`config.mk`:
```
export PLATFORM = sky130hd
export DESIGN_NAME = rmq_div
export DESIGN_NICKNAME = d
export VERILOG_FILES = /design/src/rtl/rmq_pkg.sv /design/src/rtl/rmq_div.sv
export SDC_FILE = /design/constraint.sdc
export NUM_CORES = 2
export LEC_CHECK = 0
export BUFFER_PORTS_ARGS = -buffer_cell sky130_fd_sc_hd__buf_2
export CORE_MARGIN = 10
export CORE_UTILIZATION = 60
export CTS_CLUSTER_SIZE = 24
export DETAILED_ROUTE_END_ITERATION = 8
export PLACE_DENSITY = 0.76
export SYNTH_ARGS = -nofsm -noshare
export SYNTH_HDL_FRONTEND = slang
export SYNTH_SLANG_ARGS = --single-unit
```
`constraint.sdc`:
```
create_clock -name clk -period 8.7 [get_ports clk]
set_input_delay 1.74 -clock clk [delete_from_list [all_inputs] [get_ports clk]]
set_output_delay 1.74 -clock clk [all_outputs]
set_load 0.05 [all_outputs]
```
`src/rtl/rmq_pkg.sv`:
```
// Package for the rotation-matrix-to-quaternion block.
// Holds the payload structs, the branch codes and the stage control struct.
// No dependencies.
`default_nettype none
package rmq_pkg;

  typedef struct packed {
    logic signed [15:0] m00;
    logic signed [15:0] m01;
    logic signed [15:0] m02;
    logic signed [15:0] m10;
    logic signed [15:0] m11;
    logic signed [15:0] m12;
    logic signed [15:0] m20;
    logic signed [15:0] m21;
    logic signed [15:0] m22;
  } rmq_in_t;

  typedef struct packed {
    logic signed [15:0] quat_w;
    logic signed [15:0] quat_x;
    logic signed [15:0] quat_y;
    logic signed [15:0] quat_z;
    logic [1:0]         branch_used;
  } rmq_out_t;

  typedef enum logic [1:0] {
    BR_TRACE = 2'd0,
    BR_X     = 2'd1,
    BR_Y     = 2'd2,
    BR_Z     = 2'd3
  } branch_t;

  // Per-slot control riding alongside the data through the pipeline.
  typedef struct packed {
    logic    valid;
    branch_t branch;
  } rmq_ctl_t;

  localparam int NUM_W = 18;  // numerator width (sums of two 16-bit values)
  localparam int QUOT_W = 17; // quotient magnitude width before saturation

endpackage
`default_nettype wire

```
`src/rtl/rmq_div.sv`:
```
// Pipelined signed-numerator divider, one quotient bit per stage,
// rounding half away from zero and saturating to 16 bits. Depends on rmq_pkg.
`default_nettype none
module rmq_div #(
  parameter int FRAC_BITS = 14,
  parameter int DEN_W = 24
) (
  input  wire logic                      clk,
  input  wire logic signed [rmq_pkg::NUM_W-1:0] num,
  input  wire logic [DEN_W-1:0]          den,
  output logic signed [15:0]             quot
);
  import rmq_pkg::*;

  // q = (|n|*2^F + den/2) / den, capped at 65536; only QUOT_W bits matter.
  localparam int DW = NUM_W + FRAC_BITS + 1;
  localparam int NB = QUOT_W + 1;  // bits computed, top one flags overflow

  logic [DW-1:0]    dvd0;
  logic [DW-1:0]    dvd_q [NB+1];
  logic [DEN_W+NB:0] rem_q [NB+1];
  logic [NB-1:0]    q_q   [NB+1];
  logic [DEN_W-1:0] den_q [NB+1];
  logic             neg_q [NB+1];
  logic             big_q [NB+1];

  always_comb begin
    logic [NUM_W-1:0] mag;
    mag  = num[NUM_W-1] ? NUM_W'(-num) : NUM_W'(num);
    dvd0 = (DW'(mag) << FRAC_BITS) + DW'(den >> 1);
    // Anything at or above den*2^NB saturates; high part folded in rem.
    dvd_q[0] = dvd0;
    rem_q[0] = (DEN_W+NB+1)'(dvd0 >> NB);
    q_q[0]   = '0;
    den_q[0] = den;
    neg_q[0] = num[NUM_W-1];
    big_q[0] = (dvd0 >> NB) >= DW'(den);
  end

  for (genvar k = 0; k < NB; k++) begin : g_st
    logic [DW-1:0] dvd_r;
    logic [DEN_W+NB:0] rem_r;
    logic [NB-1:0] q_r;
    logic [DEN_W-1:0] den_r;
    logic neg_r, big_r;
    logic [DEN_W+NB+1:0] cur;
    always_comb cur = {rem_q[k], dvd_q[k][NB-1-k]};
    always_ff @(posedge clk) begin
      dvd_r <= dvd_q[k];
      den_r <= den_q[k];
      neg_r <= neg_q[k];
      big_r <= big_q[k];
      if (cur >= (DEN_W+NB+2)'(den_q[k])) begin
        rem_r <= (DEN_W+NB+1)'(cur - (DEN_W+NB+2)'(den_q[k]));
        q_r   <= {q_q[k][NB-2:0], 1'b1};
      end else begin
        rem_r <= (DEN_W+NB+1)'(cur);
        q_r   <= {q_q[k][NB-2:0], 1'b0};
      end
    end
    always_comb begin
      dvd_q[k+1] = dvd_r;
      rem_q[k+1] = k == 0 ? (DEN_W+NB+1)'(0) | rem_r : rem_r;
      q_q[k+1]   = q_r;
      den_q[k+1] = den_r;
      neg_q[k+1] = neg_r;
      big_q[k+1] = big_r;
    end
  end

  always_comb begin
    logic [NB-1:0] q;
    q = q_q[NB];
    if (neg_q[NB]) begin
      quot = (big_q[NB] || q >= NB'(32768)) ? 16'sh8000 : 16'(-q);
    end else begin
      quot = (big_q[NB] || q >= NB'(32767)) ? 16'sh7fff : 16'(q);
    end
  end

endmodule
`default_nettype wire

```
# Word-level counts from Yosys, hierarchy flattened
# Index checks and enable logic that the tools add are counted.
# word_totals
reg_bits	1481
in_bits	43
out_inout_bits	16
wordCells	188
# classes
addsub	20
magnitude_cmp	21
n_mux	39
n_reduce_logical	2
# op_table
cell	n
$ge A44 B24 Y1	17
$mux W43	16
$sub A43 B24 Y43	16
$mux W16	4
$add A32 B23 Y33	1
$sub A16 B24 Y25	1
$ge A15 B24 Y1	1
$ge A16 B24 Y1	1
$ge A18 B15 Y1 const B	1
$ge A18 B16 Y1 const B	1
$mux W1	18
$mux W18	1
$neg A18 Y18	1
$neg A16 Y16	1
$logic_or A1 B1 Y1	2

# Longest topological paths before layout
# depth
ltp_word	5
mapped_depth	24
depth_no_buf	22

# Worst setup path before layout
# OpenSTA, ideal clock, no wires.
# synth_path
path_kind	input-to-reg
start	input port num[1] (netlist bit)
end	register g_st[0].rem_r[10]
setup_time_ns	0.130
arrival_ns	6.598
required_ns	8.570
slack_ns	1.972
stages	21
n_path_buf	2
cell_sequence	inv_1 ha_1 or4b_1 or2_2 o21ai_0 xnor2_1 ha_1 nor2_1 a2111oi_0 nand2_1 a21oi_1 xor2_1 ha_1 a21o_1 a21oi_1 a21boi_0 o31a_1 o31ai_1 clkbuf_1 clkbuf_1 o21ai_0
# synth_via
elab_chain_cells	5
elab_cells_between_ends	6
classes_between	add/sub (3); order compare (1); mux (2)
# synth_lines
element	line	source
start: declaration	rmq_div.sv:9	input wire logic signed [rmq_pkg::NUM_W-1:0] num,
$neg A18 Y18	rmq_div.sv:29	mag = num[NUM_W-1] ? NUM_W'(-num) : NUM_W'(num);
$mux W18 *	rmq_div.sv:29	
$add A32 B23 Y33 *	rmq_div.sv:30	dvd0 = (DW'(mag) << FRAC_BITS) + DW'(den >> 1);
$sub A16 B24 Y25 or $ge A16 B24 Y1 (tied branches)	rmq_div.sv:54, rmq_div.sv:53	
$mux W16 *	rmq_div.sv:53	if (cur >= (DEN_W+NB+2)'(den_q[k])) begin
end signal: assignment	rmq_div.sv:54	rem_r <= (DEN_W+NB+1)'(cur - (DEN_W+NB+2)'(den_q[k]));
end signal: assignment	rmq_div.sv:57	rem_r <= (DEN_W+NB+1)'(cur);
end: declaration	rmq_div.sv:42	logic [DEN_W+NB:0] rem_r;
# Mark *: on every way between the ends. The rest lies on a longest branch, timed or not.
# A chain may end at the register's enable or synchronous reset.

# Worst setup path after layout
# layout_path
start	input port num[0] (netlist bit)
end	register g_st[0].rem_r[11]
# Same word-level chain as after synthesis.

==> reports/metrics.cfg <==
[yosys]
synth_edf_count = 0
synth_top_family_by_area = compound AO/OA/AOI/OAI gates
synth-compound-area-share_pct = 16.38
async_flop_share_pct = 0
synth-simple-area-share_pct = 16.02
synth_flop_cell = dfxtp_1
synth_warnings = 0
yosysSeqAreaShare_pct = 43.47
synth_mux_area_share_pct = 1.212
synth-seq-cells = 1334
synth-adder-area-share_pct = 9.771
synth-xor-area-share_pct = 8.881
synth_cell_types = 89
avgSynthCellArea_um2 = 9.068
synth_cells = 6776
synth_area_um2 = 61440

[job]
maxCapViolCount = 0

[drt]
firstDrtPassIters = 6
drt_iter0_drc = 3457
wl_per_cell_um = 17.73
vias = 48320
detail-route-antenna-nets = 0
drc = 0
drt_wl_total_mm = 147.6
viasPerCell = 5.805

[clocking]
clk_latency_ns = 0.76
cts_made_buffers = 137
hold_buffers = 0
post_cts_buffers = 0
clk_pin_slew_worst_paths_ns = 0.06
clock-sinks = 1334
cts.htree.levels = 4
cts_tree = done
cts_buffer_depth = 3
cts_resized = 0
cts_root_buffer = clkbuf_16

[worst_setup_path]
path_delay_family = simple AND/OR/NAND/NOR gates
cp.arrival_ns = 7.29
endpoint_kind = flop
worst-setup-path-type = input pin to flop
worst-path-buf-inv = 5
cp_slowest_cell = nor4_1
worstPathRequired_ns = 9.33
cpPeakStageDelay_ns = 0.82
crit_chain = buf_2, inv_1, ha_1, or4b_1, or2_2, o21ai_0, xnor2_1, ha_1, nor2_1, a2111oi_0, clkbuf_1, nand2_1, a21oi_1, xor2_1, ha_1, and3_1, nand2_1, nor4_1, o31ai_2, buf_4, inv_1, mux2_2
worst_path_most_repeated_cell = ha_1
startpoint_type = input pin
crit_path_max_fanout = 29

[grt]
first_global_vias = 47080
antenna_found_initial = 1
grt_max_degree = 51
grt_pass1_wl_mm = 239.0
grt_use_total_pct = 24.74
grt_overflow = 0

[placed_design]
dp.final_hpwl_mm = 113.4
pre_cts_slack_ns = 1.056
place_congestion = 0.9284
place.port_buffers = 58
dp_cells = 8077

[sta]
timing.final.crit_share_pct = 76.50
clock-skew-final_ns = 0.02427
rsz0062_at_grt = no
setup_viol = 0
fmax_mhz = 150.2
finalCriticalPeriod_ns = 6.656
setup_slack_ns = 2.044
tightest_slew_ns = 1.212
slew_violations = 0
hold_violations = 0
maxSlewHeadroom_pct = 18.42
finalSetupTns_ns = 0

[floorplanning]
start_util_pct = 60.39
core_area_um2 = 101700
die_y_um = 340.0
ios = 59
die_area_um2 = 115600
row_count = 117
die_x_um = 340.0

[layout]
diodes = 0
utilization_pct = 66.77
drive_gt1_share_pct = 6.469
fin_nets = 7361
area_delta_synth_final_pct = 10.56
final_cell_mix = dfxtp_1, inv_1, nand2_1
stdcell_count = 8324
layout_commonest_cell = dfxtp_1

[worst_hold_path]
min_path_type = flop to flop

[run_status]
status = finished, final reports clean

[pwr]
peakVddDrop_mv = 0.2041
finalPower_w = 0.02555
cellLeakagePower_nw = 30.12
cellPowerDensity_nw_per_um2 = 376.1

==> cell usage after synthesis, types with 19 or more instances <==
master     number  area [um^2]
dfxtp_1      1334        26710
inv_1         544         2042
nand2_1       524         1967
a21oi_1       519         2597
nor2_1        484         1817
ha_1          451         5643
o21ai_0       372         1862
xnor2_1       330         2890
xor2_1        293         2566
a21o_1        176         1321
nor3_1        154        770.7
nand3_1       132        660.6
clkbuf_1      117        439.2
nor4_1        117        732.0
nand4_1        90        563.0
o21a_1         81        608.1
nand2b_1       77        481.7
or3_1          72        450.4
nor2b_1        66        412.9
mux2_2         59        664.4
o21bai_1       55        412.9
or4_1          52        390.4
o31ai_1        51        382.9
a211oi_1       48        360.4
or2_2          48        300.3
o211ai_1       43        322.8
and3_1         42        262.8
a31oi_1        34        212.7
and2_1         27        168.9
a21boi_0       25        187.7
nand3b_1       22        165.2
nor3b_1        19        142.6
o2111ai_1      19        166.4
o41ai_1        19        166.4
==> final timing paths <==
check,slack (ns),from,to,cells past startpoint
worst min register to register,0.32,g_st[14].q_r[5],g_st[15].q_r[6],0
worst max-delay path,2.04,num[0],g_st[0].rem_r[11],22
worst min-delay path,0.32,g_st[14].q_r[5],g_st[15].q_r[6],0
worst max register to register,4.20,g_st[7].den_r[10],g_st[8].rem_r[41],13
==> sequential cells by signal (all words and copies together), names as in the netlist <==
register / count
g_st.q_r: 171
g_st.big_r: 18
g_st.dvd_r: 6
g_st.neg_r: 18
g_st.rem_r: 713
g_st.den_r: 408
==> cell type report <==
class	count	area, um^2
Timing Repair Buffer	75	414.1
Fill cell	8131	33810
Multi-Input combinational cell	4753	32190
Tap cell	1368	1712
Clock inverter	60	927.1
Clock buffer	186	3925
Sequential cell	1334	26710
Inverter	548	2057
==> metal layers <==
layer	wire [um]	part of all wire (%)	vias up	GRT usage, %
li1	-	-	23880	-
met2	72580	49	1362	43.66
met4	5779	3.9	0	10.64
met5	0	0	-	0
met1	62700	42	22710	29.87
met3	6529	4.4	373	3.424
==> metrics by stage <==
stage | area [um^2] | hold slack [ns]
2_1_floorplan | 61450 | 0.3096
3_3_place_gp | 63070 | 0.3097
3_5_place_dp | 63070 | 0.3121
4_1_cts | 67920 | 0.3189
5_1_grt | 67930 | 0.3207
6_report | 67930 | 0.3185
==> cell families after synthesis <==
| kind of cell | Yosys count |
|---|---|
| xor+xnor | 623 |
| compound gates | 1605 |
| flops | 1334 |
| mux | 67 |
| buf+inv | 690 |
| fa+ha+maj | 469 |
| other cells | 1 |
| simple gates | 1987 |
==> power breakdown <==
part           internal (W)  switching (W)
logic               0.00438        0.00561
clock network       0.00373        0.00245
registers           0.00789        0.00149
total                0.0160        0.00954
Note: power is estimated with default switching activity, not from simulation.
