File: src/rtl/rmq_pkg.sv
// Package for the rotation-matrix-to-quaternion block.
// Holds the payload structs, the branch codes and the stage control struct.
// No dependencies.
`default_nettype none
package rmq_pkg;

  typedef struct packed {
    logic signed [15:0] m00;
    logic signed [15:0] m01;
    logic signed [15:0] m02;
    logic signed [15:0] m10;
    logic signed [15:0] m11;
    logic signed [15:0] m12;
    logic signed [15:0] m20;
    logic signed [15:0] m21;
    logic signed [15:0] m22;
  } rmq_in_t;

  typedef struct packed {
    logic signed [15:0] quat_w;
    logic signed [15:0] quat_x;
    logic signed [15:0] quat_y;
    logic signed [15:0] quat_z;
    logic [1:0]         branch_used;
  } rmq_out_t;

  typedef enum logic [1:0] {
    BR_TRACE = 2'd0,
    BR_X     = 2'd1,
    BR_Y     = 2'd2,
    BR_Z     = 2'd3
  } branch_t;

  // Per-slot control riding alongside the data through the pipeline.
  typedef struct packed {
    logic    valid;
    branch_t branch;
  } rmq_ctl_t;

  localparam int NUM_W = 18;  // numerator width (sums of two 16-bit values)
  localparam int QUOT_W = 17; // quotient magnitude width before saturation

endpackage
`default_nettype wire

File: src/rtl/rmq_sqrt.sv
// Pipelined restoring square root, one result bit per stage.
// Depends on rmq_pkg. Root of a RAD_W-bit unsigned radicand.
`default_nettype none
module rmq_sqrt #(
  parameter int RAD_W = 34,
  parameter int SIDE_W = 8
) (
  input  wire logic                   clk,
  input  wire logic                   rst,
  input  wire logic                   in_valid,
  input  wire logic [RAD_W-1:0]       rad,
  input  wire logic [SIDE_W-1:0]      side_in,
  output logic                        out_valid,
  output logic [(RAD_W+1)/2-1:0]      root,
  output logic [SIDE_W-1:0]           side_out
);
  import rmq_pkg::*;

  localparam int N = (RAD_W + 1) / 2;
  localparam int PW = 2 * N;

  logic [PW-1:0]     rem_q  [N+1];
  logic [PW-1:0]     val_q  [N+1];
  logic [N-1:0]      res_q  [N+1];
  logic [SIDE_W-1:0] side_q [N+1];
  logic              vld_q  [N+1];

  always_comb begin
    rem_q[0]  = '0;
    val_q[0]  = PW'(rad);
    res_q[0]  = '0;
    side_q[0] = side_in;
    vld_q[0]  = in_valid;
  end

  // Stage k brings down two radicand bits and decides one root bit.
  for (genvar k = 0; k < N; k++) begin : g_st
    logic [PW-1:0] rem_r, val_r;
    logic [N-1:0] res_r;
    logic [SIDE_W-1:0] side_r;
    logic vld_r;
    logic [PW+1:0] cur, trial;
    always_comb begin
      cur   = {rem_q[k], val_q[k][PW-1 -: 2]};
      trial = (PW+2)'({res_q[k], 2'b01});
    end
    always_ff @(posedge clk) begin
      if (rst) vld_r <= 1'b0;
      else vld_r <= vld_q[k];
      side_r <= side_q[k];
      val_r  <= {val_q[k][PW-3:0], 2'b00};
      if (cur >= trial) begin
        rem_r <= PW'(cur - trial);
        res_r <= {res_q[k][N-2:0], 1'b1};
      end else begin
        rem_r <= PW'(cur);
        res_r <= {res_q[k][N-2:0], 1'b0};
      end
    end
    always_comb begin
      rem_q[k+1]  = rem_r;
      val_q[k+1]  = val_r;
      res_q[k+1]  = res_r;
      side_q[k+1] = side_r;
      vld_q[k+1]  = vld_r;
    end
  end

  assign out_valid = vld_q[N];
  assign root      = res_q[N];
  assign side_out  = side_q[N];

endmodule
`default_nettype wire

File: config.mk
export PLATFORM = sky130hd
export DESIGN_NAME = rmq_sqrt
export DESIGN_NICKNAME = d
export VERILOG_FILES = /design/src/rtl/rmq_pkg.sv /design/src/rtl/rmq_sqrt.sv
export SDC_FILE = /design/constraint.sdc
export NUM_CORES = 1
export LEC_CHECK = 0
export ABC_AREA = 1
export BUFFER_PORTS_ARGS = -buffer_cell sky130_fd_sc_hd__buf_2
export CAP_MARGIN = 20
export CORE_AREA = 2 2 363 365
export DETAILED_ROUTE_END_ITERATION = 6
export DIE_AREA = 0 0 365 367
export PLACE_DENSITY = 0.56
export SLEW_MARGIN = 5
export SYNTH_ARGS = -nofsm -noshare
export SYNTH_HDL_FRONTEND = slang
export SYNTH_SLANG_ARGS = --single-unit
File: constraint.sdc
create_clock -name clk -period 2.4 [get_ports clk]
set_clock_uncertainty 0.1 [all_clocks]
set_input_delay 0.12 -clock clk [delete_from_list [all_inputs] [get_ports clk]]
set_output_delay 0.12 -clock clk [all_outputs]
set_load 0.02 [all_outputs]
---- Yosys cells after proc, flatten, opt, wreduce, memory -nomap -nowiden ----
Cells that the tools add are included.
storage, ports and cells
  latch bits .............................. 0
  logic and storage cells ................. 150
  register bits after elaboration ......... 1,091
  memory bits (read-only) ................. 0
  input bits .............................. 45
  memory bits (writable) .................. 0
  memories kept ........................... 0
cells by class
  shifts and indexed selects .............. 0
  equal/unequal tests ..................... 0
  divide/modulo/power cells ............... 0
  multiplexer cells ....................... 33
  reduce and logical (&&, ||, !) cells .... 0
  $mul .................................... 0
  bitwise logic cells ..................... 0
  $lt $le $gt $ge ......................... 17
  $add $sub $neg .......................... 16
operators with widths
  operator                                      number
  two-way mux 34 bit                            15
  greater-or-equal comparator 36 x 10 -> 1 bit  1
  greater-or-equal comparator 36 x 11 -> 1 bit  1
  greater-or-equal comparator 36 x 12 -> 1 bit  1
  greater-or-equal comparator 36 x 13 -> 1 bit  1
  greater-or-equal comparator 36 x 14 -> 1 bit  1
  greater-or-equal comparator 36 x 15 -> 1 bit  1
  greater-or-equal comparator 36 x 16 -> 1 bit  1
  greater-or-equal comparator 36 x 17 -> 1 bit  1
  greater-or-equal comparator 36 x 18 -> 1 bit  1
  greater-or-equal comparator 36 x 3 -> 1 bit   1
  greater-or-equal comparator 36 x 4 -> 1 bit   1
  greater-or-equal comparator 36 x 5 -> 1 bit   1
  greater-or-equal comparator 36 x 6 -> 1 bit   1
  greater-or-equal comparator 36 x 7 -> 1 bit   1
  greater-or-equal comparator 36 x 8 -> 1 bit   1
  greater-or-equal comparator 36 x 9 -> 1 bit   1
  subtractor 34 x 10 -> 34 bit                  1
  subtractor 34 x 11 -> 34 bit                  1
  subtractor 34 x 12 -> 34 bit                  1
  subtractor 34 x 13 -> 34 bit                  1
  subtractor 34 x 14 -> 34 bit                  1
  subtractor 34 x 15 -> 34 bit                  1
  subtractor 34 x 16 -> 34 bit                  1
  12 further kinds                              28

---- Depth between registers and ports, before layout ----
Gate-level depths: netlist of run 1.
  depth after elaboration ................. 2
  depth in mapped cells ................... 14

---- Worst setup path before layout of run 1 ----
No wires, ideal clock.
  path kind ............................... register -> register
  from .................................... register g_st[8].res_r[3]
  to ...................................... register g_st[9].rem_r[29]
  path slack .............................. 0.461 ns
  clock period less this slack ............ 1.939 ns
  cell stages (with the launch flop) ...... 12
  required time ........................... 2.178 ns
  library setup time ...................... 0.122 ns
  data arrival time ....................... 1.718 ns
  buffers on the path ..................... 1
  path through ............................ dfxtp_1 inv_1 ha_1 a21oi_1 nor2_1 nor2_1 nand2_2 nand2_1 nand3_1 nor2_4 buf_2 a21oi_1
between the ends
  word-level cells in the longest chain between the ends .. 2
ends and longest elaborated chain
  element                                                                                       line                            source
  start: declaration                                                                            rmq_sqrt.sv:39                  logic [N-1:0] res_r;
  start signal: assignment                                                                      rmq_sqrt.sv:54                  res_r <= {res_q[k][N-2:0], 1'b1};
  start signal: assignment                                                                      rmq_sqrt.sv:57                  res_r <= {res_q[k][N-2:0], 1'b0};
  subtractor 34 x 11 -> 34 bit or greater-or-equal comparator 36 x 11 -> 1 bit (tied branches)  rmq_sqrt.sv:53, rmq_sqrt.sv:52
  two-way mux 34 bit *                                                                          rmq_sqrt.sv:52                  if (cur >= trial) begin
  end signal: assignment                                                                        rmq_sqrt.sv:53                  rem_r <= PW'(cur - trial);
  end signal: assignment                                                                        rmq_sqrt.sv:56                  rem_r <= PW'(cur);
  end: declaration                                                                              rmq_sqrt.sv:38                  logic [PW-1:0] rem_r, val_r;
Mark *: on every way between the ends. The rest lies on a longest branch, timed or not.
A chain may end at the register's enable or synchronous reset.

---- Worst setup path after layout of run 1 ----
  from .................................... register g_st[4].res_r[2]
  to ...................................... register g_st[5].rem_r[17]
between the ends
  word-level cells in the longest chain between the ends .. 2
ends and longest elaborated chain
  element                                                                                     line
  start: declaration                                                                          rmq_sqrt.sv:39
  start signal: assignment                                                                    rmq_sqrt.sv:54
  start signal: assignment                                                                    rmq_sqrt.sv:57
  subtractor 34 x 7 -> 34 bit or greater-or-equal comparator 36 x 7 -> 1 bit (tied branches)  rmq_sqrt.sv:53, rmq_sqrt.sv:52
  two-way mux 34 bit *                                                                        rmq_sqrt.sv:52
  end signal: assignment                                                                      rmq_sqrt.sv:53
  end signal: assignment                                                                      rmq_sqrt.sv:56
  end: declaration                                                                            rmq_sqrt.sv:38
Marks and branches as above.

==> results of run 1 <==
layer usage:
metal	GRT usage, %	vias to the layer above	wire length, um
met5	0	-	0
met2	33.01	777	61740
met3	2.392	201	5279
met1	25.98	17390	61510
li1	-	19740	-
met4	6.394	0	3719
power by group:
| group | internal [mW] | switching [mW] | leakage [nW] |
|---|---|---|---|
| registers | 20.8 | 3.10 | 8.98 |
| logic | 4.32 | 7.99 | 15.0 |
| clock network | 11.2 | 7.64 | 2.01 |
| total | 36.3 | 18.7 | 26.0 |
layout make-up:
type	count	area share, %
clock buffer	143	5.830
clock inverter	70	1.730
inverter	917	6.409
multi-input combinational	3969	37.14
sequential	1071	39.54
tap	1755	4.047
timing repair buffer	351	5.306
metrics by stage:
| step | power, mW | cells | setup slack [ns] |
|---|---|---|---|
| floorplan | 31.14 | 6010 | 0.4608 |
| global placement | 36.37 | 7968 | -0.1723 |
| detailed placement | 36.30 | 7968 | -0.1865 |
| CTS | 55.58 | 8269 | 0.01972 |
| global route | 58.29 | 8276 | -0.01576 |
| finish | 55.05 | 8276 | 0.1247 |
registers in the layout (all words and copies together) (netlist names):
| signal | flops |
|---|---|
| g_st.vld_r | 16 |
| g_st.val_r | 272 |
| out_valid | 1 |
| g_st.rem_r | 493 |
| g_st.res_r | 136 |
| side_out | 8 |
| root | 17 |
| g_st.side_r | 128 |
cell usage in the layout, fill, tap and decap left out, drive strengths merged, types with 27 or more instances in the layout:
cell	n
nor3	136
nand4	121
clkinv	35
buf	263
clkbuf	143
xor2	98
dlygate4sd3	88
dfxtp	1071
or2	27
xnor2	109
o21ai	247
nand3	351
a21oi	298
inv	927
nand3b	31
ha	172
nand2	1571
nor2	720
cell families (layout without fill, tap and decap cells):
group	Yosys count	count (layout)	share of synthesized area, %
xor+xnor	207	207	4.010
other cells	1	1	0.008294
buf+inv	970	1481	8.523
flops	1071	1071	47.42
compound gates	587	587	7.073
simple gates	3002	3002	28.20
fa+ha+maj	172	172	4.760
worst max path at each step:
| stage | depth (start not counted) | from | to | slack [ns] |
|---|---|---|---|---|
| after floorplan | 11 | g_st[8].res_r[3]$_DFF_P_ | g_st[9].rem_r[29]$_DFF_P_ | 0.46 |
| after global placement | 11 | g_st[5].res_r[5]$_DFF_P_ | g_st[6].rem_r[1]$_DFF_P_ | -0.17 |
| after detailed placement | 11 | g_st[5].res_r[5]$_DFF_P_ | g_st[6].rem_r[1]$_DFF_P_ | -0.19 |
| after CTS | 11 | g_st[13].res_r[9]$_DFF_P_ | g_st[14].rem_r[5]$_DFF_P_ | 0.02 |
| after global routing | 14 | g_st[13].res_r[1]$_DFF_P_ | g_st[14].rem_r[5]$_DFF_P_ | -0.02 |
| final | 9 | g_st[4].res_r[2]$_DFF_P_ | g_st[5].rem_r[17]$_DFF_P_ | 0.12 |
repair_timing:
action	in CTS	in global routing
setup endpoints to repair	23	191
hold buffers	88	0
hold endpoints to repair	60	0
buffers inserted	0	7
resized for setup	8	86
pin swaps	0	4
==> out/results.ini, run 1 <==
[synthesis]
synth_top_cells_by_count = nand2_1 (1560), dfxtp_1 (1071), inv_1 (903), nor2_1 (696), nand3_1 (339)
yosys_warnings = 0
async_flop_share_pct = 0
synthTopCellsByArea = dfxtp_1 (47%), nand2_1 (13%), inv_1 (7.5%), nor2_1 (5.8%), ha_1 (4.8%)
synth.most_common_cell = nand2_1
synth_area_per_cell_sq_um = 7.523
syn-num-nets = 6227
synth_top_cell_area_share_pct = 47.42
ys.flop_type = dfxtp_1
ys_types = 54
synth_seq_cells = 1071
synth_edf_count = 0
synthCells = 6010
synth.largest_area_cell = dfxtp_1
synthesis.area_sq_mm = 0.04521
ys_seq_area_share_pct = 47.42

[job]
maxCapViolCount = 0

[timing]
hold_slack_ns = 0.1748
fin_crit_sh_pct = 94.81
worstMarginPinSlew_ns = 0.6440
min_period_ns = 2.275
fin_setup_tns_ns = 0
max_freq_ghz = 0.4395
finalMaxSlewViolations = 0
setup_violations = 0
final-hold-violation-count = 0
slew_headroom_pct = 56.61

[cts]
htreeDepth = 3
numCtsBuffers = 114
cts.clk_slew.worst_paths_ns = 0.06
clock_latency_ns = 0.74
root_buffer = clkbuf_16
cts.sinks = 1071
clockBufferDepth = 3
cts_tree = done

[worst_hold_path]
whs_endpoint = g_st[10].side_r[3]$_DFF_P_
hold_path_depth = 0
hp-class = reg2reg
holdCritStartpoint = g_st[9].side_r[3]$_DFF_P_

[setup_path]
r2r-end = g_st[5].rem_r[17]$_DFF_P_
cp_top_family = simple AND/OR/NAND/NOR gates
worstPathCellList = inv_1 -> ha_1 -> a21oi_1 -> o21ai_0 -> nand2_1 -> nand2_1 -> nor3_1 -> nand2_1 -> xor2_1
worstSetupEndpointType = register
reg2reg_from = g_st[4].res_r[2]$_DFF_P_
cp.arrival_ns = 2.79
rrSetupSlack_ns = 0.12
startpoint_type = register
crit_path_max_incr_delay_ns = 0.40
critPathMaxFanout = 4
required_ns = 2.92
r2r_cells = 9
crit_path_frequent_cell = nand2_1
critPathKind = reg2reg
critical_path_buf_inv_count = 1
slowest_stage = nor3_1

[floorplanning]
die_w_um = 365
die_h_um = 367
rows = 133
dieArea_sq_mm = 0.1340
ios = 71
core_area_sq_mm = 0.1305
start_util_pct = 34.66

[finish]
multi_input_area_sq_mm = 0.02015
layout.nets = 6641
finalCoreUtilization_pct = 41.59
area_growth_pct = 20.00
finalInstanceArea_sq_mm = 0.05426
fillerInstances = 13530
drive_above_1_share_pct = 10.15
seqCellArea_sq_mm = 0.02145
n_antenna_cell = 0

[placement]
port_buffers = 70
hpwlAfterDp_um = 107300
place.gp.congestion = 0.9494
place_area_sq_mm = 0.04892

[routing]
wirelength_um = 132200
wl_per_cell_um = 15.98
viasPerCell = 4.605
num_vias = 38110
drc = 4
first_pass_iters = 7
drtIter0Drc = 2377
drtAntennaViolNets = 0

[global_route]
grt_usage_pct = 19.63
overflow = 0
grt_pass1_wl_um = 206200
grt_max_degree = 34
antenna_found_initial = 0
grt_pass1_vias = 36870

[power]
leakage_nw = 25.99
power.density_mw_per_mm2 = 1015
irDropWorstVdd_v = 0.0006398

[run_status]
status = finished, violations left
violations = design-rule violations

Note: power is estimated with default switching activity, not from simulation.
==> run 2, diff against run 1 <==
--- a/config.mk
+++ b/config.mk
@@ -5,12 +5,11 @@
 export SDC_FILE = /design/constraint.sdc
 export NUM_CORES = 1
 export LEC_CHECK = 0
-export ABC_AREA = 1
 export BUFFER_PORTS_ARGS = -buffer_cell sky130_fd_sc_hd__buf_2
 export CAP_MARGIN = 20
-export CORE_AREA = 2 2 363 365
+export CORE_AREA = 2 2 328 330
 export DETAILED_ROUTE_END_ITERATION = 6
-export DIE_AREA = 0 0 365 367
+export DIE_AREA = 0 0 330 332
 export PLACE_DENSITY = 0.56
 export SLEW_MARGIN = 5
 export SYNTH_ARGS = -nofsm -noshare
==> run 2 against run 1 <==
Clock power decreased by 5%. Fmax fell by 27%. Global-route usage is 5.5 points lower. Sequential power fell by 4%. Final cell count down 25%. Power decreased by 3.9%. Non-clock buffer count grew 818. Wire length down 38%. Worst hold slack got worse by 0.088 ns. Final area up 6.1%. Largest cell class unchanged. The run ends with design-rule violations, negative setup slack left.
==> out/results.ini, run 2 <==
[run_status]
status = finished, violations left
violations = design-rule violations, negative setup slack

[power]
switchingPower_mw = 14.81  ; -21%
pwr-share-seq_pct = 43.3  ; about the same
leakage_nw = 25.48  ; -2.0%
p_int_mw = 38.10  ; +4.9%
power.density_mw_per_mm2 = 918.9  ; -9.4%
swShare_pct = 27.99  ; -6.0 points
p_comb_share_pct = 23.1  ; +0.7 points
irDropWorstVdd_v = 0.0006105  ; -4.6%
power_frac_clock_pct = 33.6  ; -0.6 points

[setup_path]
slowest_stage = or4b_4
startpoint = g_st[11].res_r[3]$_DFF_P_
required_ns = 2.86  ; -0.06 ns
worstSetupEndpointType = register
rrSetupSlack_ns = -0.70  ; -0.82 ns
critPathMaxFanout = 3  ; -1
cp_top_family = simple AND/OR/NAND/NOR gates
cp.arrival_ns = 3.56  ; +0.77 ns
crit_path_end = g_st[12].rem_r[29]$_DFF_P_
crit_path_max_incr_delay_ns = 0.58  ; +0.18 ns
worstPathCellList = inv_2 -> ha_4 -> nand4_1 -> or4b_4 -> o211ai_1 -> o41ai_2 -> or3_4 -> or2_4 -> a311oi_2 -> xor2_1
reg2reg_from = g_st[11].res_r[3]$_DFF_P_
cp.depth = 10  ; +1
startpoint_type = register
critPathKind = reg2reg
r2r-end = g_st[12].rem_r[29]$_DFF_P_
r2r_cells = 10  ; +1
critical_path_buf_inv_count = 1  ; unchanged

[routing]
num_vias = 27770  ; -27%
drtAntennaViolNets = 0  ; unchanged
first_pass_iters = 7  ; unchanged
drc = 5  ; +1
wl_per_cell_um = 13.22  ; -17%
drtIter0Drc = 805  ; -66%
wirelength_um = 82020  ; -38%
viasPerCell = 4.476  ; -2.8%

[finish]
area_growth_pct = 56.43
largest_reg_flops = 493  ; unchanged
n_antenna_cell = 0  ; unchanged
fillerInstances = 8920  ; -34%
drive_above_1_share_pct = 45.38  ; +35 points
reg_top3 = g_st.rem_r x493, g_st.val_r x272, g_st.res_r x136
layoutNonFillerInstCount = 6203  ; -25%
finalCoreUtilization_pct = 54.17  ; +13 points
final_cell_mix = dfxtp_1 (971), buf_4 (842), xor2_1 (237), inv_1 (172), nor2_1 (150)
layout.nets = 4931  ; -26%
largest-register = g_st.rem_r
final_common_cell = dfxtp_1

[cts]
clock_latency_ns = 0.70  ; -0.04 ns
root_buffer = clkbuf_16
cts_tree = done
cts.sinks = 1071  ; unchanged
clockBufferDepth = 3  ; unchanged
htreeDepth = 3  ; unchanged
cts.clk_slew.worst_paths_ns = 0.06  ; about the same
numCtsBuffers = 109  ; -4.4%

[synthesis]
synth.largest_area_cell = dfxtp_1
synth_seq_cells = 1071  ; unchanged
synthesis.area_sq_mm = 0.03681  ; -19%
synth_top_cell_area_share_pct = 58.25  ; +11 points
synthCells = 3490  ; -42%
yosys_warnings = 0  ; unchanged
synthTopCellsByArea = dfxtp_1 (58%), ha_1 (5.8%), xor2_1 (5.7%), xnor2_1 (3.9%), nor2_1 (2.8%)
ys_types = 71  ; +31%
synth_edf_count = 0  ; unchanged
async_flop_share_pct = 0  ; unchanged
ys_seq_area_share_pct = 58.25  ; +11 points
synth.most_common_cell = dfxtp_1
synth_area_per_cell_sq_um = 10.55  ; +40%
ys.flop_type = dfxtp_1
synth_top_cells_by_count = dfxtp_1 (1071), nor2_1 (274), xor2_1 (241), nand2_1 (214), inv_1 (211)
syn-num-nets = 3707  ; -40%

[floorplanning]
dieArea_sq_mm = 0.1096  ; -18%
die_w_um = 330  ; -9.6%
ios = 71  ; unchanged
core_area_sq_mm = 0.1063  ; -19%
rows = 120  ; -9.8%
die_h_um = 332  ; -9.5%
start_util_pct = 34.63  ; about the same

[placement]
hpwlAfterDp_um = 54240  ; -49%
dp.cells = 5721  ; -28%
port_buffers = 70  ; unchanged
place.gp.congestion = 0.8741  ; -7.9%

[global_route]
overflow = 0  ; unchanged
grt_pass1_wl_um = 129500  ; -37%
grt_pass1_vias = 28010  ; -24%
antenna_found_initial = 0  ; unchanged
grt_usage_pct = 14.17  ; -5.5 points
grt_max_degree = 21  ; -38%

[timing]
finalMaxSlewViolations = 0  ; unchanged
setup_slack_ns = -0.6996  ; -0.8243 ns
final-hold-violation-count = 0  ; unchanged
fin_crit_sh_pct = 129.1  ; +34 points
setup_violations = 332  ; +332
slew_headroom_pct = 36.58  ; -20 points
worstMarginPinSlew_ns = 0.9441  ; +0.3001 ns
rsz0062_at_grt = yes
min_period_ns = 3.100  ; +0.8243 ns
max_freq_ghz = 0.3226  ; -27%

[worst_hold_path]
hp-class = in2reg

[job]
maxCapViolCount = 0  ; unchanged

-- run 2: cell count changes after synthesis, moves of 77 or more --
cell,before,now
inv_1,903,211
xor2_1,98,241
nor2_1,696,274
nand4_1,121,33
a21oi_1,272,178
nand2_1,1560,214
nand3_1,339,53
nor4_1,14,91
-- run 2: per-layer routing --
metal	routed length, um	GRT usage, %
met1	32050	14.76
met2	45130	27.67
met3	2484	2.658
met4	2352	5.122
met5	0	0
-- run 2: worst min-delay path: stages --
cell	delay, ns
dlygate4sd3_1	0.52
buf_2	0.11
or2_2	0.09
-- run 2: worst min-delay path by stage --
stage               startpoint                        end  depth (start not counted)
floorplan           side_in[0]  g_st[0].side_r[0]$_DFF_P_                          0
global placement        rad[0]   g_st[0].val_r[2]$_DFF_P_                          1
detailed placement     rad[18]  g_st[0].val_r[20]$_DFF_P_                          1
CTS                    rad[33]   g_st[0].res_r[0]$_DFF_P_                          3
global route           rad[33]   g_st[0].res_r[0]$_DFF_P_                          3
finish                 rad[33]   g_st[0].res_r[0]$_DFF_P_                          3
-- run 2: kinds of logic (layout without fill, tap and decap cells) --
kind of cell	count (synthesis)	after routing	synth area share (%)
adder cells (fa/ha/maj)	172	172	5.846
other	1	1	0.01019
AND/OR/NAND/NOR	1069	1070	14.72
flip-flops	1071	1071	58.25
buffers and inverters	271	1580	2.825
AO/OA/AOI/OAI	478	478	8.025
XOR/XNOR	406	406	9.660
multiplexers	22	22	0.6628
-- run 2: power groups by stage --
stage,Clock (mW),Combinational (mW),Sequential [mW]
final,17.8,12.2,22.9
after global routing,19.1,13.3,23.3
after CTS,18.3,11.0,22.7
after detailed placement,0,9.55,22.9
after global placement,0,9.51,22.9
after floorplan,0,4.98,22.8
-- run 2: area by class of cell --
| class | count | area [sq um] | share of cell area (%) |
|---|---|---|---|
| clock buffers | 140 | 2964 | 5.148 |
| clock inverters | 57 | 892.1 | 1.549 |
| inverters | 213 | 822.0 | 1.428 |
| multi-input cells | 2149 | 19710 | 34.24 |
| flip-flops and latches | 1071 | 21570 | 37.46 |
| well taps | 1403 | 1755 | 3.049 |
| repair buffers | 1169 | 9854 | 17.11 |
| repair inverters | 1 | 11.26 | 0.01956 |
-- run 2: per-stage QoR --
stage               TNS [ns]  cell area, sq um  hold WS, ns  setup slack (ns)  power (mW)
finish                -76.91             57580      0.08633           -0.6996       52.91
global route         -109.51             57580      0.07183           -0.7891       55.61
CTS                   -72.78             54620      0.03897           -0.6288       52.03
detailed placement   -109.59             46010       0.1236           -0.6205       32.49
global placement     -102.53             46010       0.1217           -0.5816       32.38
floorplan             -44.79             38050      0.04772           -0.5914       27.79
-- run 2: repair_timing --
action,4_1_cts,5_1_grt
pin swaps,202,240
hold buffers,86,0
endpoints found under the hold margin,60,0
endpoints found under the setup margin,426,457
cloned,15,6
setup buffers,122,95
gates resized for setup,611,597
==> run 3, diff against run 2 <==
--- a/config.mk
+++ b/config.mk
@@ -5,7 +5,7 @@
 export SDC_FILE = /design/constraint.sdc
 export NUM_CORES = 1
 export LEC_CHECK = 0
-export BUFFER_PORTS_ARGS = -buffer_cell sky130_fd_sc_hd__buf_2
+export BUFFER_PORTS_ARGS = -buffer_cell sky130_fd_sc_hd__buf_4
 export CAP_MARGIN = 20
 export CORE_AREA = 2 2 328 330
 export DETAILED_ROUTE_END_ITERATION = 6
==> run 3 against run 2 <==
Clock power up 2%. The run still ends with design-rule violations, negative setup slack left. Critical path type unchanged. Largest cell class unchanged. Utilization down 0.65 points. Wire length down 3.0%. Final area down 1.2%. Critical endpoint is now g_st[9].rem_r[21]$_DFF_P_. Highest routed layer unchanged. Sequential share of layout area up 0.44 points. Via count down 1.1%.
==> out/results.ini, run 3 (synthesis results as in run 2) <==
[setup_path]
required_ns = 2.86  ; about the same
reg2reg_from = g_st[8].rem_r[27]$_DFF_P_
critPathKind = reg2reg
startpoint_type = register
critPathMaxFanout = 6  ; +3
cp.arrival_ns = 3.50  ; -0.06 ns
worstSetupEndpointType = register
startpoint = g_st[8].rem_r[27]$_DFF_P_

[finish]
final_common_cell = dfxtp_1
drive_above_1_share_pct = 42.99  ; -2.4 points
reg_top3 = g_st.rem_r x493, g_st.val_r x272, g_st.res_r x136
largest_reg_flops = 493  ; unchanged
largest-register = g_st.rem_r
layout.nets = 4875  ; -1.1%
final_cell_mix = dfxtp_1 (980), buf_4 (883), xor2_1 (239), inv_1 (181), nor2_1 (152)
fillerInstances = 8998  ; +0.87%
area_growth_pct = 54.54
n_antenna_cell = 0  ; unchanged

[global_route]
grt_pass1_vias = 27390  ; -2.2%
grt_pass1_wl_um = 127700  ; -1.4%
grt_max_degree = 26  ; +24%
grt_usage_pct = 13.89  ; -0.27 points
overflow = 0  ; unchanged
antenna_found_initial = 0  ; unchanged

[timing]
max_freq_ghz = 0.3287  ; +1.9%
worstMarginPinSlew_ns = 0.9471  ; +0.003002 ns
rsz0062_at_grt = yes
setup_violations = 356  ; +7.2%
final-hold-violation-count = 0  ; unchanged
slew_headroom_pct = 36.38  ; -0.20 points
fin_crit_sh_pct = 126.8  ; -2.4 points
setup_slack_ns = -0.6423  ; +0.05732 ns
fin_setup_tns_ns = -90.29  ; -13.38 ns
finalMaxSlewViolations = 0  ; unchanged
min_period_ns = 3.042  ; -0.05732 ns

[placement]
place_ws_ns = -0.6183  ; +0.002145 ns
port_buffers = 70  ; unchanged
hpwlAfterDp_um = 54540  ; +0.55%
place.gp.congestion = 0.8882  ; +1.6%

[floorplanning]
start_util_pct = 34.63  ; unchanged
rows = 120  ; unchanged
dieArea_sq_mm = 0.1096  ; unchanged
die_h_um = 332  ; unchanged
ios = 71  ; unchanged
die_w_um = 330  ; unchanged
core_area_sq_mm = 0.1063  ; unchanged

[routing]
drtIter0Drc = 732  ; -9.1%
wirelength_um = 79580  ; -3.0%
drtAntennaViolNets = 0  ; unchanged
drc = 5  ; unchanged
first_pass_iters = 7  ; unchanged
num_vias = 27470  ; -1.1%
viasPerCell = 4.463  ; -0.29%
wl_per_cell_um = 12.93  ; -2.2%

[power]
power.density_mw_per_mm2 = 928.7  ; +1.1%
leakage_nw = 24.99  ; -1.9%
irDropWorstVdd_v = 0.0006076  ; -0.48%

[worst_hold_path]
holdCritStartpoint = rad[32]
hp-class = in2reg

[cts]
numCtsBuffers = 110  ; +0.92%
root_buffer = clkbuf_16
clockBufferDepth = 3  ; unchanged
htreeDepth = 3  ; unchanged
clock_latency_ns = 0.71  ; about the same
cts_tree = done
cts.clk_slew.worst_paths_ns = 0.06  ; about the same
cts.sinks = 1071  ; unchanged

[run_status]
violations = design-rule violations, negative setup slack
status = finished, violations left

[job]
maxCapViolCount = 0  ; unchanged

-- run 3: area by class of cell --
type | count | area, sq um | share of cell area [%]
sequential | 1071 | 21560 | 37.89
multi-input combinational | 2149 | 19270 | 33.88
timing repair buffer | 1112 | 9452 | 16.61
clock buffer | 145 | 3065 | 5.389
tap | 1403 | 1755 | 3.086
clock inverter | 61 | 944.7 | 1.661
inverter | 213 | 832.0 | 1.463
timing repair inverter | 1 | 11.26 | 0.01979
-- run 3: repair_timing --
| action | in CTS | in global routing |
|---|---|---|
| gates resized for setup | 428 | 623 |
| gates cloned | 7 | 9 |
| setup buffers | 60 | 84 |
| endpoints found under the hold margin | 60 | 0 |
| pin swaps | 147 | 219 |
| hold buffers | 87 | 0 |
| setup endpoints to repair | 430 | 458 |
-- run 3: power breakdown --
group / internal, mW / switching [mW] / leakage [nW]
Combinational: 6.43 / 5.36 / 14.1
Clock: 11.0 / 7.15 / 1.91
Sequential: 20.8 / 2.09 / 8.96
-- run 3: layer usage --
metal / vias up / part of all wire, % / track usage (%)
met5: - / 0 / 0
met4: 0 / 2.6 / 4.785
met3: 142 / 3.0 / 2.694
met2: 281 / 55 / 26.66
met1: 12830 / 40 / 14.92
li1: 14220 / - / -
-- run 3: path summary, 6_finish.rpt --
kind	endpoint	slack, ns	cells after the start
max	g_st[9].rem_r[21]$_DFF_P_	-0.64	8
min reg2reg	g_st[1].side_r[0]$_DFF_P_	0.22	0
max reg2reg	g_st[9].rem_r[21]$_DFF_P_	-0.64	8
min	g_st[0].res_r[0]$_DFF_P_	0.06	3
-- run 3: critical path, cell delays in order, from the launching register on --
cell and delay [ns]:
dfxtp_2 0.32, or4_4 0.52, or4_1 0.40, or4_4 0.45, or3_4 0.40, a211oi_4 0.24
or4_4 0.28, nor3_1 0.07, xor2_1 0.14
-- run 3: per-stage QoR --
step	std cells	total power [mW]	util (%)	hold WS (ns)	instance area (sq um)
6_report	6155	52.83	53.52	0.06462	56890
5_1_grt	6155	55.57	53.52	0.03184	56890
4_1_cts	6077	51.96	50.44	0.01528	53620
3_5_place_dp	5724	32.55	43.48	0.1254	46220
3_3_place_gp	5724	32.42	43.48	0.1242	46220
2_1_floorplan	3490	27.79	-	0.04772	38050
